## config.mk

```make
export PLATFORM = sky130hd
export DESIGN_NAME = color_opponency_salience_core
export DESIGN_NICKNAME = d
export VERILOG_FILES = /design/src/rtl/cos_pkg.sv /design/src/rtl/cos_divider.sv /design/src/rtl/color_opponency_salience_core.sv
export SDC_FILE = /design/constraint.sdc
export NUM_CORES = 2
export LEC_CHECK = 0
export ABC_CLOCK_PERIOD_IN_PS = 12350
export BUFFER_PORTS_ARGS = -buffer_cell sky130_fd_sc_hd__buf_4
export CAP_MARGIN = 20
export CORE_ASPECT_RATIO = 0.8
export CORE_MARGIN = 3
export CORE_UTILIZATION = 50
export CTS_BUF_LIST = sky130_fd_sc_hd__clkbuf_2 sky130_fd_sc_hd__clkbuf_4 sky130_fd_sc_hd__clkbuf_8
export DETAILED_ROUTE_END_ITERATION = 10
export PLACE_DENSITY = 0.66
export REMOVE_ABC_BUFFERS = 1
export SLEW_MARGIN = 40
export SYNTH_ARGS = -nofsm -noshare
export SYNTH_HDL_FRONTEND = slang
export SYNTH_SLANG_ARGS = --single-unit
export TNS_END_PERCENT = 30
```

## constraint.sdc

```tcl
create_clock -name clk -period 12.35 [get_ports clk]
set_input_delay 1.8525 -clock clk [delete_from_list [all_inputs] [get_ports clk]]
set_output_delay 1.8525 -clock clk [all_outputs]
set_load 0.02 [all_outputs]
```

## src/rtl/cos_pkg.sv

```systemverilog
// Shared widths, types and helpers for the color opponency salience core.
package cos_pkg;

  localparam int PIX_W      = 8;
  localparam int SUM_W      = 10;
  localparam int QUO_W      = 16;
  localparam int NUM_W      = PIX_W + QUO_W;
  localparam int DIV_STAGES = 4;
  localparam int DIV_STEPS  = QUO_W / DIV_STAGES;
  localparam int OPP_W      = 20;
  localparam int FRAC_SHIFT = 9;

  typedef logic        [PIX_W-1:0] pix_t;
  typedef logic        [SUM_W-1:0] sum_t;
  typedef logic        [QUO_W-1:0] quo_t;
  typedef logic        [NUM_W-1:0] num_t;
  typedef logic signed [OPP_W-1:0] opp_t;

  localparam pix_t THR_RESET = 8'd60;

  // Clamp a value in units of 1/512 to 0..255, truncating toward zero.
  function automatic pix_t clamp_out(opp_t v);
    logic [OPP_W-FRAC_SHIFT-1:0] q;
    q = v[OPP_W-1:FRAC_SHIFT];
    if (v[OPP_W-1] || (v == '0)) begin
      return '0;
    end else if (|q[OPP_W-FRAC_SHIFT-1:PIX_W]) begin
      return '1;
    end else begin
      return q[PIX_W-1:0];
    end
  endfunction

endpackage

```

## src/rtl/cos_divider.sv

```systemverilog
// Pipelined restoring divider: quotient of a scaled channel by the channel sum.
module cos_divider (
  input  logic          clk,
  input  cos_pkg::num_t num,
  input  cos_pkg::sum_t den,
  output cos_pkg::quo_t quo
);
  import cos_pkg::*;

  sum_t rem_r [DIV_STAGES];
  quo_t low_r [DIV_STAGES];
  quo_t quo_r [DIV_STAGES];
  sum_t den_r [DIV_STAGES];

  for (genvar s = 0; s < DIV_STAGES; s++) begin : g_stage
    sum_t rem_src;
    quo_t low_src;
    quo_t quo_src;
    sum_t den_src;
    sum_t rem_next;
    quo_t low_next;
    quo_t quo_next;

    if (s == 0) begin : g_first
      // quotient fits in QUO_W bits, so the top bits start below the divisor
      assign rem_src = sum_t'(num[NUM_W-1:QUO_W]);
      assign low_src = num[QUO_W-1:0];
      assign quo_src = '0;
      assign den_src = den;
    end else begin : g_rest
      assign rem_src = rem_r[s-1];
      assign low_src = low_r[s-1];
      assign quo_src = quo_r[s-1];
      assign den_src = den_r[s-1];
    end

    always_comb begin : p_steps
      logic [SUM_W:0] ext;
      logic           bit_q;
      rem_next = rem_src;
      low_next = low_src;
      quo_next = quo_src;
      for (int i = 0; i < DIV_STEPS; i++) begin
        ext      = {rem_next, low_next[QUO_W-1]};
        low_next = {low_next[QUO_W-2:0], 1'b0};
        bit_q    = (ext >= {1'b0, den_src});
        if (bit_q) begin
          ext = ext - {1'b0, den_src};
        end
        rem_next = ext[SUM_W-1:0];
        quo_next = {quo_next[QUO_W-2:0], bit_q};
      end
    end

    always_ff @(posedge clk) begin
      rem_r[s] <= rem_next;
      low_r[s] <= low_next;
      quo_r[s] <= quo_next;
      den_r[s] <= den_src;
    end
  end

  assign quo = quo_r[DIV_STAGES-1];

endmodule

```

## src/rtl/color_opponency_salience_core.sv

```systemverilog
// Top level of the color opponency salience core.
//
// Usage:
//   Pixel channel: drive red_in, green_in, blue_in with start high; a pixel
//   transfers at each rising edge with start high and busy low. busy is low
//   at all times except during reset, so one pixel can enter every cycle.
//   Result channel: out_red, out_green, out_blue and saliency are valid for
//   exactly one cycle while done is high. The receiver cannot stall; results
//   leave in pixel order, one per accepted pixel.
//   Configuration: cfg_data transfers into dark_threshold when cfg_valid and
//   cfg_ready are high; cfg_ready is always high. Write it only while no
//   pixel is in flight.
// Pipeline: a transferred pixel passes one input stage, four divider stages,
//   the opponency stage and the output stage before its result is accepted.
// Throughput: one pixel per cycle; the three normalizing divisions run in
//   parallel lanes, four quotient bits per divider stage.
// Reset: clears the pipeline valid bits and loads dark_threshold with 60;
//   no result is produced from a pixel held in the pipe at reset.
module color_opponency_salience_core (
  input  logic          clk,
  input  logic          rst,
  input  logic          start,
  output logic          busy,
  input  cos_pkg::pix_t red_in,
  input  cos_pkg::pix_t green_in,
  input  cos_pkg::pix_t blue_in,
  input  logic          cfg_valid,
  output logic          cfg_ready,
  input  cos_pkg::pix_t cfg_data,
  output logic          done,
  output cos_pkg::pix_t out_red,
  output cos_pkg::pix_t out_green,
  output cos_pkg::pix_t out_blue,
  output cos_pkg::pix_t saliency
);
  import cos_pkg::*;

  pix_t dark_threshold;

  assign busy      = rst;
  assign cfg_ready = 1'b1;

  always_ff @(posedge clk) begin
    if (rst) begin
      dark_threshold <= THR_RESET;
    end else if (cfg_valid && cfg_ready) begin
      dark_threshold <= cfg_data;
    end
  end

  // Input stage: sum, dark test, yellow gate, scaled numerators
  sum_t sum_in;
  sum_t thr3;
  logic dark_in;
  logic ygate_in;

  assign sum_in   = sum_t'(red_in) + sum_t'(green_in) + sum_t'(blue_in);
  assign thr3     = {1'b0, dark_threshold, 1'b0} + sum_t'(dark_threshold);
  assign dark_in  = (sum_in == '0) || (sum_in < thr3);
  assign ygate_in = ({1'b0, red_in, 1'b0} > ({1'b0, blue_in, 1'b0} + sum_t'(blue_in)))
                 && ({1'b0, green_in, 1'b0} > ({1'b0, blue_in, 1'b0} + sum_t'(blue_in)));

  logic a_valid;
  logic a_dark;
  logic a_ygate;
  sum_t a_sum;
  num_t a_num_r;
  num_t a_num_g;
  num_t a_num_b;

  always_ff @(posedge clk) begin
    if (rst) begin
      a_valid <= 1'b0;
    end else begin
      a_valid <= start && !busy;
    end
  end

  // 65280*c = (c << 16) - (c << 8)
  always_ff @(posedge clk) begin
    a_dark  <= dark_in;
    a_ygate <= ygate_in;
    a_sum   <= sum_in;
    a_num_r <= {red_in, 16'h0000} - {8'h00, red_in, 8'h00};
    a_num_g <= {green_in, 16'h0000} - {8'h00, green_in, 8'h00};
    a_num_b <= {blue_in, 16'h0000} - {8'h00, blue_in, 8'h00};
  end

  quo_t rn;
  quo_t gn;
  quo_t bn;

  cos_divider u_div_red   (.clk(clk), .num(a_num_r), .den(a_sum), .quo(rn));
  cos_divider u_div_green (.clk(clk), .num(a_num_g), .den(a_sum), .quo(gn));
  cos_divider u_div_blue  (.clk(clk), .num(a_num_b), .den(a_sum), .quo(bn));

  // Sideband flags travel alongside the divider lanes
  logic dly_valid [DIV_STAGES];
  logic dly_dark  [DIV_STAGES];
  logic dly_ygate [DIV_STAGES];

  always_ff @(posedge clk) begin
    if (rst) begin
      for (int i = 0; i < DIV_STAGES; i++) begin
        dly_valid[i] <= 1'b0;
      end
    end else begin
      dly_valid[0] <= a_valid;
      for (int i = 1; i < DIV_STAGES; i++) begin
        dly_valid[i] <= dly_valid[i-1];
      end
    end
  end

  always_ff @(posedge clk) begin
    dly_dark[0]  <= a_dark;
    dly_ygate[0] <= a_ygate;
    for (int i = 1; i < DIV_STAGES; i++) begin
      dly_dark[i]  <= dly_dark[i-1];
      dly_ygate[i] <= dly_ygate[i-1];
    end
  end

  // Opponency stage, doubled values in units of 1/512
  opp_t rn_e;
  opp_t gn_e;
  opp_t bn_e;
  opp_t mn_e;

  assign rn_e = opp_t'(rn);
  assign gn_e = opp_t'(gn);
  assign bn_e = opp_t'(bn);
  assign mn_e = (rn < gn) ? rn_e : gn_e;

  logic b_valid;
  logic b_dark;
  opp_t b_ro;
  opp_t b_go;
  opp_t b_bo;
  opp_t b_yw;

  always_ff @(posedge clk) begin
    if (rst) begin
      b_valid <= 1'b0;
    end else begin
      b_valid <= dly_valid[DIV_STAGES-1];
    end
  end

  always_ff @(posedge clk) begin
    b_dark <= dly_dark[DIV_STAGES-1];
    b_ro   <= (rn_e <<< 1) - gn_e - bn_e;
    b_go   <= (gn_e <<< 1) - rn_e - bn_e;
    b_bo   <= (bn_e <<< 1) - rn_e - gn_e;
    b_yw   <= dly_ygate[DIV_STAGES-1] ? ((mn_e <<< 2) - (bn_e <<< 1)) : '0;
  end

  // Output stage: max, clamp, force black on dark pixels
  opp_t max_rg;
  opp_t max_yb;
  opp_t max_all;

  assign max_rg  = (b_ro > b_go) ? b_ro : b_go;
  assign max_yb  = (b_yw > b_bo) ? b_yw : b_bo;
  assign max_all = (max_rg > max_yb) ? max_rg : max_yb;

  always_ff @(posedge clk) begin
    if (rst) begin
      done <= 1'b0;
    end else begin
      done <= b_valid;
    end
  end

  always_ff @(posedge clk) begin
    if (b_dark) begin
      out_red   <= '0;
      out_green <= '0;
      out_blue  <= '0;
      saliency  <= '0;
    end else begin
      out_red   <= clamp_out(b_ro);
      out_green <= clamp_out(b_go);
      out_blue  <= clamp_out(b_bo);
      saliency  <= clamp_out(max_all);
    end
  end

endmodule
```

# Yosys cells after proc, flatten, opt, wreduce, memory -nomap -nowiden
# Memory sizes are Yosys's and may differ from the RTL's. A register that Yosys moved wholly into a read port is not among the register bits.
# Index checks and enable logic that the tools add are counted.
[op_classes]
add_sub_neg = 62
multipliers = 0
n_div = 0
magnitude_cmp = 55
n_eq_ne = 0
n_shift = 0
muxes = 63
bitwise_logic = 4
reduce_logical = 21
[op_table]
columns = ["operator", "n"]
rows = [
  ["$ge 11x10->1", 45],
  ["$mux 10", 48],
  ["$sub 10x10->10", 45],
  ["$logic_not 20->1", 4],
  ["$sub 18x17->19", 4],
  ["$sub 24x16->24", 3],
  ["$mux 20", 3],
  ["$sub 17x16->18", 3],
  ["$mux 8", 4],
  ["$add 9x8->10", 3],
  ["$ge 9x10->1", 3],
  ["$sub 9x10->10", 3],
  ["$gt 20x19->1", 1],
  ["$gt 20x20->1", 1],
  ["$gt 9x10->1", 2],
  ["$gt 19x19->1", 1],
  ["$lt 16x16->1", 1],
  ["$mux 16", 1],
  ["$reduce_or 3->1", 4],
  ["$logic_not 10->1", 1],
  ["$lt 10x10->1", 1],
  ["$add 8x8->9", 1],
  ["$reduce_or 2->1", 4],
  ["$mux 1", 7],
  ["4 further kinds", 12],
]
[word_totals]
reg_bits = 203
latchBits = 0
ram_bits = 588
mem_bits_ro = 0
inputBits = 36
word_cells = 237
memories = 15
[mem_list]
columns = ["name", "depth", "word_bits", "rd", "rd_clocked_by_memory_dff", "write_ports", "line", "source"]
rows = [
  ["u_div_blue.quo_r", 4, 16, 4, 0, 4, "cos_divider.sv:12", "quo_t quo_r [DIV_STAGES];"],
  ["u_div_green.quo_r", 4, 16, 4, 0, 4, "cos_divider.sv:12", ""],
  ["u_div_red.quo_r", 4, 16, 4, 0, 4, "cos_divider.sv:12", ""],
  ["u_div_blue.low_r", 4, 12, 3, 0, 4, "cos_divider.sv:11", "quo_t low_r [DIV_STAGES];"],
  ["u_div_green.low_r", 4, 12, 3, 0, 4, "cos_divider.sv:11", ""],
  ["u_div_red.low_r", 4, 12, 3, 0, 4, "cos_divider.sv:11", ""],
  ["9 more memories", "-", "-", "-", "-", "-", "-", ""],
]

# Logic depth before layout (Yosys ltp)
# An unclocked memory read counts as a cell.
[logic_depth]
word_depth = 9
depth_mapped = 47

# Hierarchy
# A second synthesis with hierarchy kept.
[hier_totals]
cells_unflattened = 5466
area_unflattened_um2 = 47534.3
[modules_own_cells]
columns = ["mod", "instances", "cells_each", "area_each_um2"]
rows = [
  ["color_opponency_salience_core", 1, 1632, 14269.9],
  ["cos_divider (u_div_blue)", 1, 1311, 11238.3],
  ["cos_divider (u_div_red)", 1, 1272, 11076.9],
  ["cos_divider (u_div_green)", 1, 1251, 10949.3],
]

# Worst setup path after synthesis
# No wires, ideal clock.
[synth_path]
path_kind = "register -> register"
from = "reg a_sum[1]"
to = "mem u_div_green.rem_r[0][1] (netlist name)"
setup_time_ps = 120
arrival_time_ps = 9363
t_required_ps = 12230
setup_slack_ps = 2867
path_stages_with_launch = 45
period_less_slack_ps = 9483
path_cell_list = "dfxtp_1 > inv_1 > fa_1 > a21o_1 > a211o_1 > a221o_1 > a21oi_1 > or2_2 > buf_2 > inv_1 > o21ai_0 > inv_1 > ha_1 > nor2b_1 > o21ai_0 > a21o_1 > a211oi_1 > o21ai_0 > [... 9 more ...] > o41a_1 > a21o_1 > o221a_2 > a311oi_4 > nor2_1 > a21oi_1 > ha_1 > nor2b_1 > o21ai_0 > nand2b_1 > a21oi_1 > o21ai_0 > a21oi_1 > o21a_1 > nand3b_1 > buf_4 > o22ai_1 > a21oi_2"
[synth_rtl]
columns = ["element", "line", "source"]
rows = [
  ["start: declaration", "color_opponency_salience_core.sv:66", "sum_t a_sum;"],
  ["start signal: assignment", "color_opponency_salience_core.sv:83", "a_sum <= sum_in;"],
  ["end: declaration", "cos_divider.sv:10", "sum_t rem_r [DIV_STAGES];"],
]

==> impl_metrics.yaml <==
clocking:
  cts_sinks: 443
  cts-root-buf: "clkbuf_8"
  hold_buffers: 0
  cts.reportedPaths.clkPinSlew_ps: 80
  worstSkewPairLatency_ps: 690
  cts_buffers: 75
  cts_buffer_depth: 3
  cts_resized: 0
  post_cts_buffers: 0
  h-tree-depth: 3
  cts_tree: "done"
worst_setup_path:
  cp_common_cell: "a21oi_1"
  end_kind: "flip-flop"
  cp.arrival_ps: 11190
  path_buf_inv: 5
  critical_path_required_ps: 12890
  cp-start-kind: "flip-flop"
  crit_type: "reg -> reg"
  critPathTopFamily: "compound AO/OA/AOI/OAI gates"
  cp_slowest_cell: "a31oi_2"
  cp_slowest_stage_delay_ps: 650
  path_max_fanout: 23
timing:
  rsz0062_at_grt: "false"
  fmax_ghz: 0.09393
  period_needed_ps: 10650
  slew_headroom_pct: 38.25
  min_period_over_period_pct: 86.20
  finClkSkew_ps: 39.33
  final-hold-violation-count: 0
  slew_viol_final: 0
  tightest_slew_ps: 916.6
  tns_ps: 0
  setup_viol: 0
yosys:
  yosys-top-cells-count: "ha_1 (694), dfxtp_1 (443), inv_1 (385)"
  synth-seq-area-share_pct: 20.40
  yosys.cell_count.top_type: "ha_1"
  yosys_warnings: 0
  synth_flop_cell: "dfxtp_1"
  postSynthCellCount: 5180
  synth-edff-count: 0
  ys_types: 110
  yosysTopAreaCell: "dfxtp_1"
  yosys_register_bits: 443
  synth.avg_cell_area_sq_um: 8.393
  synth.cell_area_sq_um: 43480
  synth_area_leaders: "dfxtp_1 (20%), ha_1 (20%), xnor2_1 (6.0%)"
  yosys.area.top_type_share_pct: 20.40
  async_flop_share_pct: 0
drt:
  wl_um: 116400
  wl_per_cell_um: 17.93
  dr.pass1.iters: 6
  drc: 0
  vias: 37705
  avgViaCountPerCell: 5.808
  dr.first_iter.drc_count: 2820
  detail-route-antenna-nets: 0
hold_path:
  hp-class: "reg -> reg"
floorplan:
  num_rows: 96
  dieHeight_um: 269.8
  io_pins: 71
  die_w_um: 335.7
  initial_core_util_pct: 50.55
  core_sq_um: 86000
  fp.dieArea_sq_um: 90550
cells_and_area:
  postLayoutCellArea_sq_um: 47310
  area_growth_pct: 8.823
  drive_gt1_share_pct: 9.586
  nets: 6079
placement:
  port_buffers: 69
  gp_congestion: 0.9432
  dp_hpwl_um: 92860
  dpl-instance-area_sq_um: 45480
global_route:
  grt_pass1_vias: 35368
  grt_start_max_net_pins: 33
  grt_usage_pct: 25.05
  grt_pass1_wl_um: 186400
  antenna_found_initial: 5
  grt_overflow_total: 0
status:
  outcome: "complete, no violations"
flow_run:
  drv_cap: 0
-- cells in the final DEF (no fill, tap or decap), types with 48 or more instances in the layout --
master / n
a21o_1: 216
clkbuf_8: 91
a21oi_1: 337
o21ai_0: 323
nor2_1: 348
nand2_1: 301
o21a_1: 82
xor2_1: 136
nand3_1: 81
nand2b_1: 101
ha_1: 694
a211oi_1: 63
mux2i_1: 103
xnor2_1: 298
nor2b_1: 136
dfxtp_1: 443
a31oi_1: 49
fa_1: 48
mux2_2: 153
buf_4: 120
nand4_1: 79
inv_1: 385
nor3_1: 119
-- cell type report --
class / count / area [sq um]
clock inverters: 35 / 462.9
diodes: 3 / 7.507
multi-input cells: 4263 / 32830
well taps: 1127 / 1410
repair buffers: 121 / 905.9
inverters: 397 / 1490
fillers: 7933 / 38690
flip-flops and latches: 443 / 8869
clock buffers: 103 / 1343
-- worst paths after layout --
| kind | from | end | slack (ps) | depth (start not counted) |
|---|---|---|---|---|
| hold / removal | a_num_g[9] | u_div_green.low_r[0][9] | 300 | 0 |
| hold reg to reg | a_num_g[9] | u_div_green.low_r[0][9] | 300 | 0 |
| setup reg to reg | a_sum[0] | u_div_red.rem_r[0][7] | 1700 | 42 |
| setup / recovery | a_sum[0] | u_div_red.rem_r[0][7] | 1700 | 42 |
-- registers in the layout, indices dropped and copies added, names as in the netlist, 8 cells and up --
signal             flops
u_div_green.quo_r     40
b_go                  19
b_bo                  19
u_div_green.den_r     10
a_sum                 10
a_num_r               16
b_ro                  19
out_green              8
u_div_blue.den_r      20
saliency               8
out_blue               8
u_div_red.rem_r       30
u_div_blue.quo_r      40
u_div_green.rem_r     30
b_yw                  18
u_div_blue.rem_r      30
dark_threshold         8
a_num_g               16
out_red                8
u_div_red.quo_r       40
a_num_b               16
-- cells by family after synthesis --
family,synth area share (%)
AO/OA/AOI/OAI,21.98
XOR/XNOR,8.743
adder cells (fa/ha/maj),22.18
buffers and inverters,4.262
flip-flops,20.40
multiplexers,6.426
other,0.008625
AND/OR/NAND/NOR,16.00
-- metal layers --
layer | vias up | GRT usage (%) | part of all wire [%]
li1 | 19071 | - | -
met1 | 17459 | 36.32 | 49
met2 | 1011 | 38.64 | 42
met3 | 164 | 3.643 | 6.0
met4 | 0 | 6.627 | 2.4
met5 | - | 0 | 0
-- per-stage QoR --
stage	utilization, %	hold WS (ps)	setup WS [ps]	instances
global route	55.01	304.0	620.3	6490
CTS	54.98	305.8	1536	6488
global placement	52.85	309.9	1637	6349
floorplan	-	309.6	2496	5103
detailed placement	52.88	312.1	1572	6350
finish	55.01	301.3	1704	6492
Power is left out: the tool's default activity adds up to more than one toggle a clock period on the data nets, which glitch-free logic cannot reach.
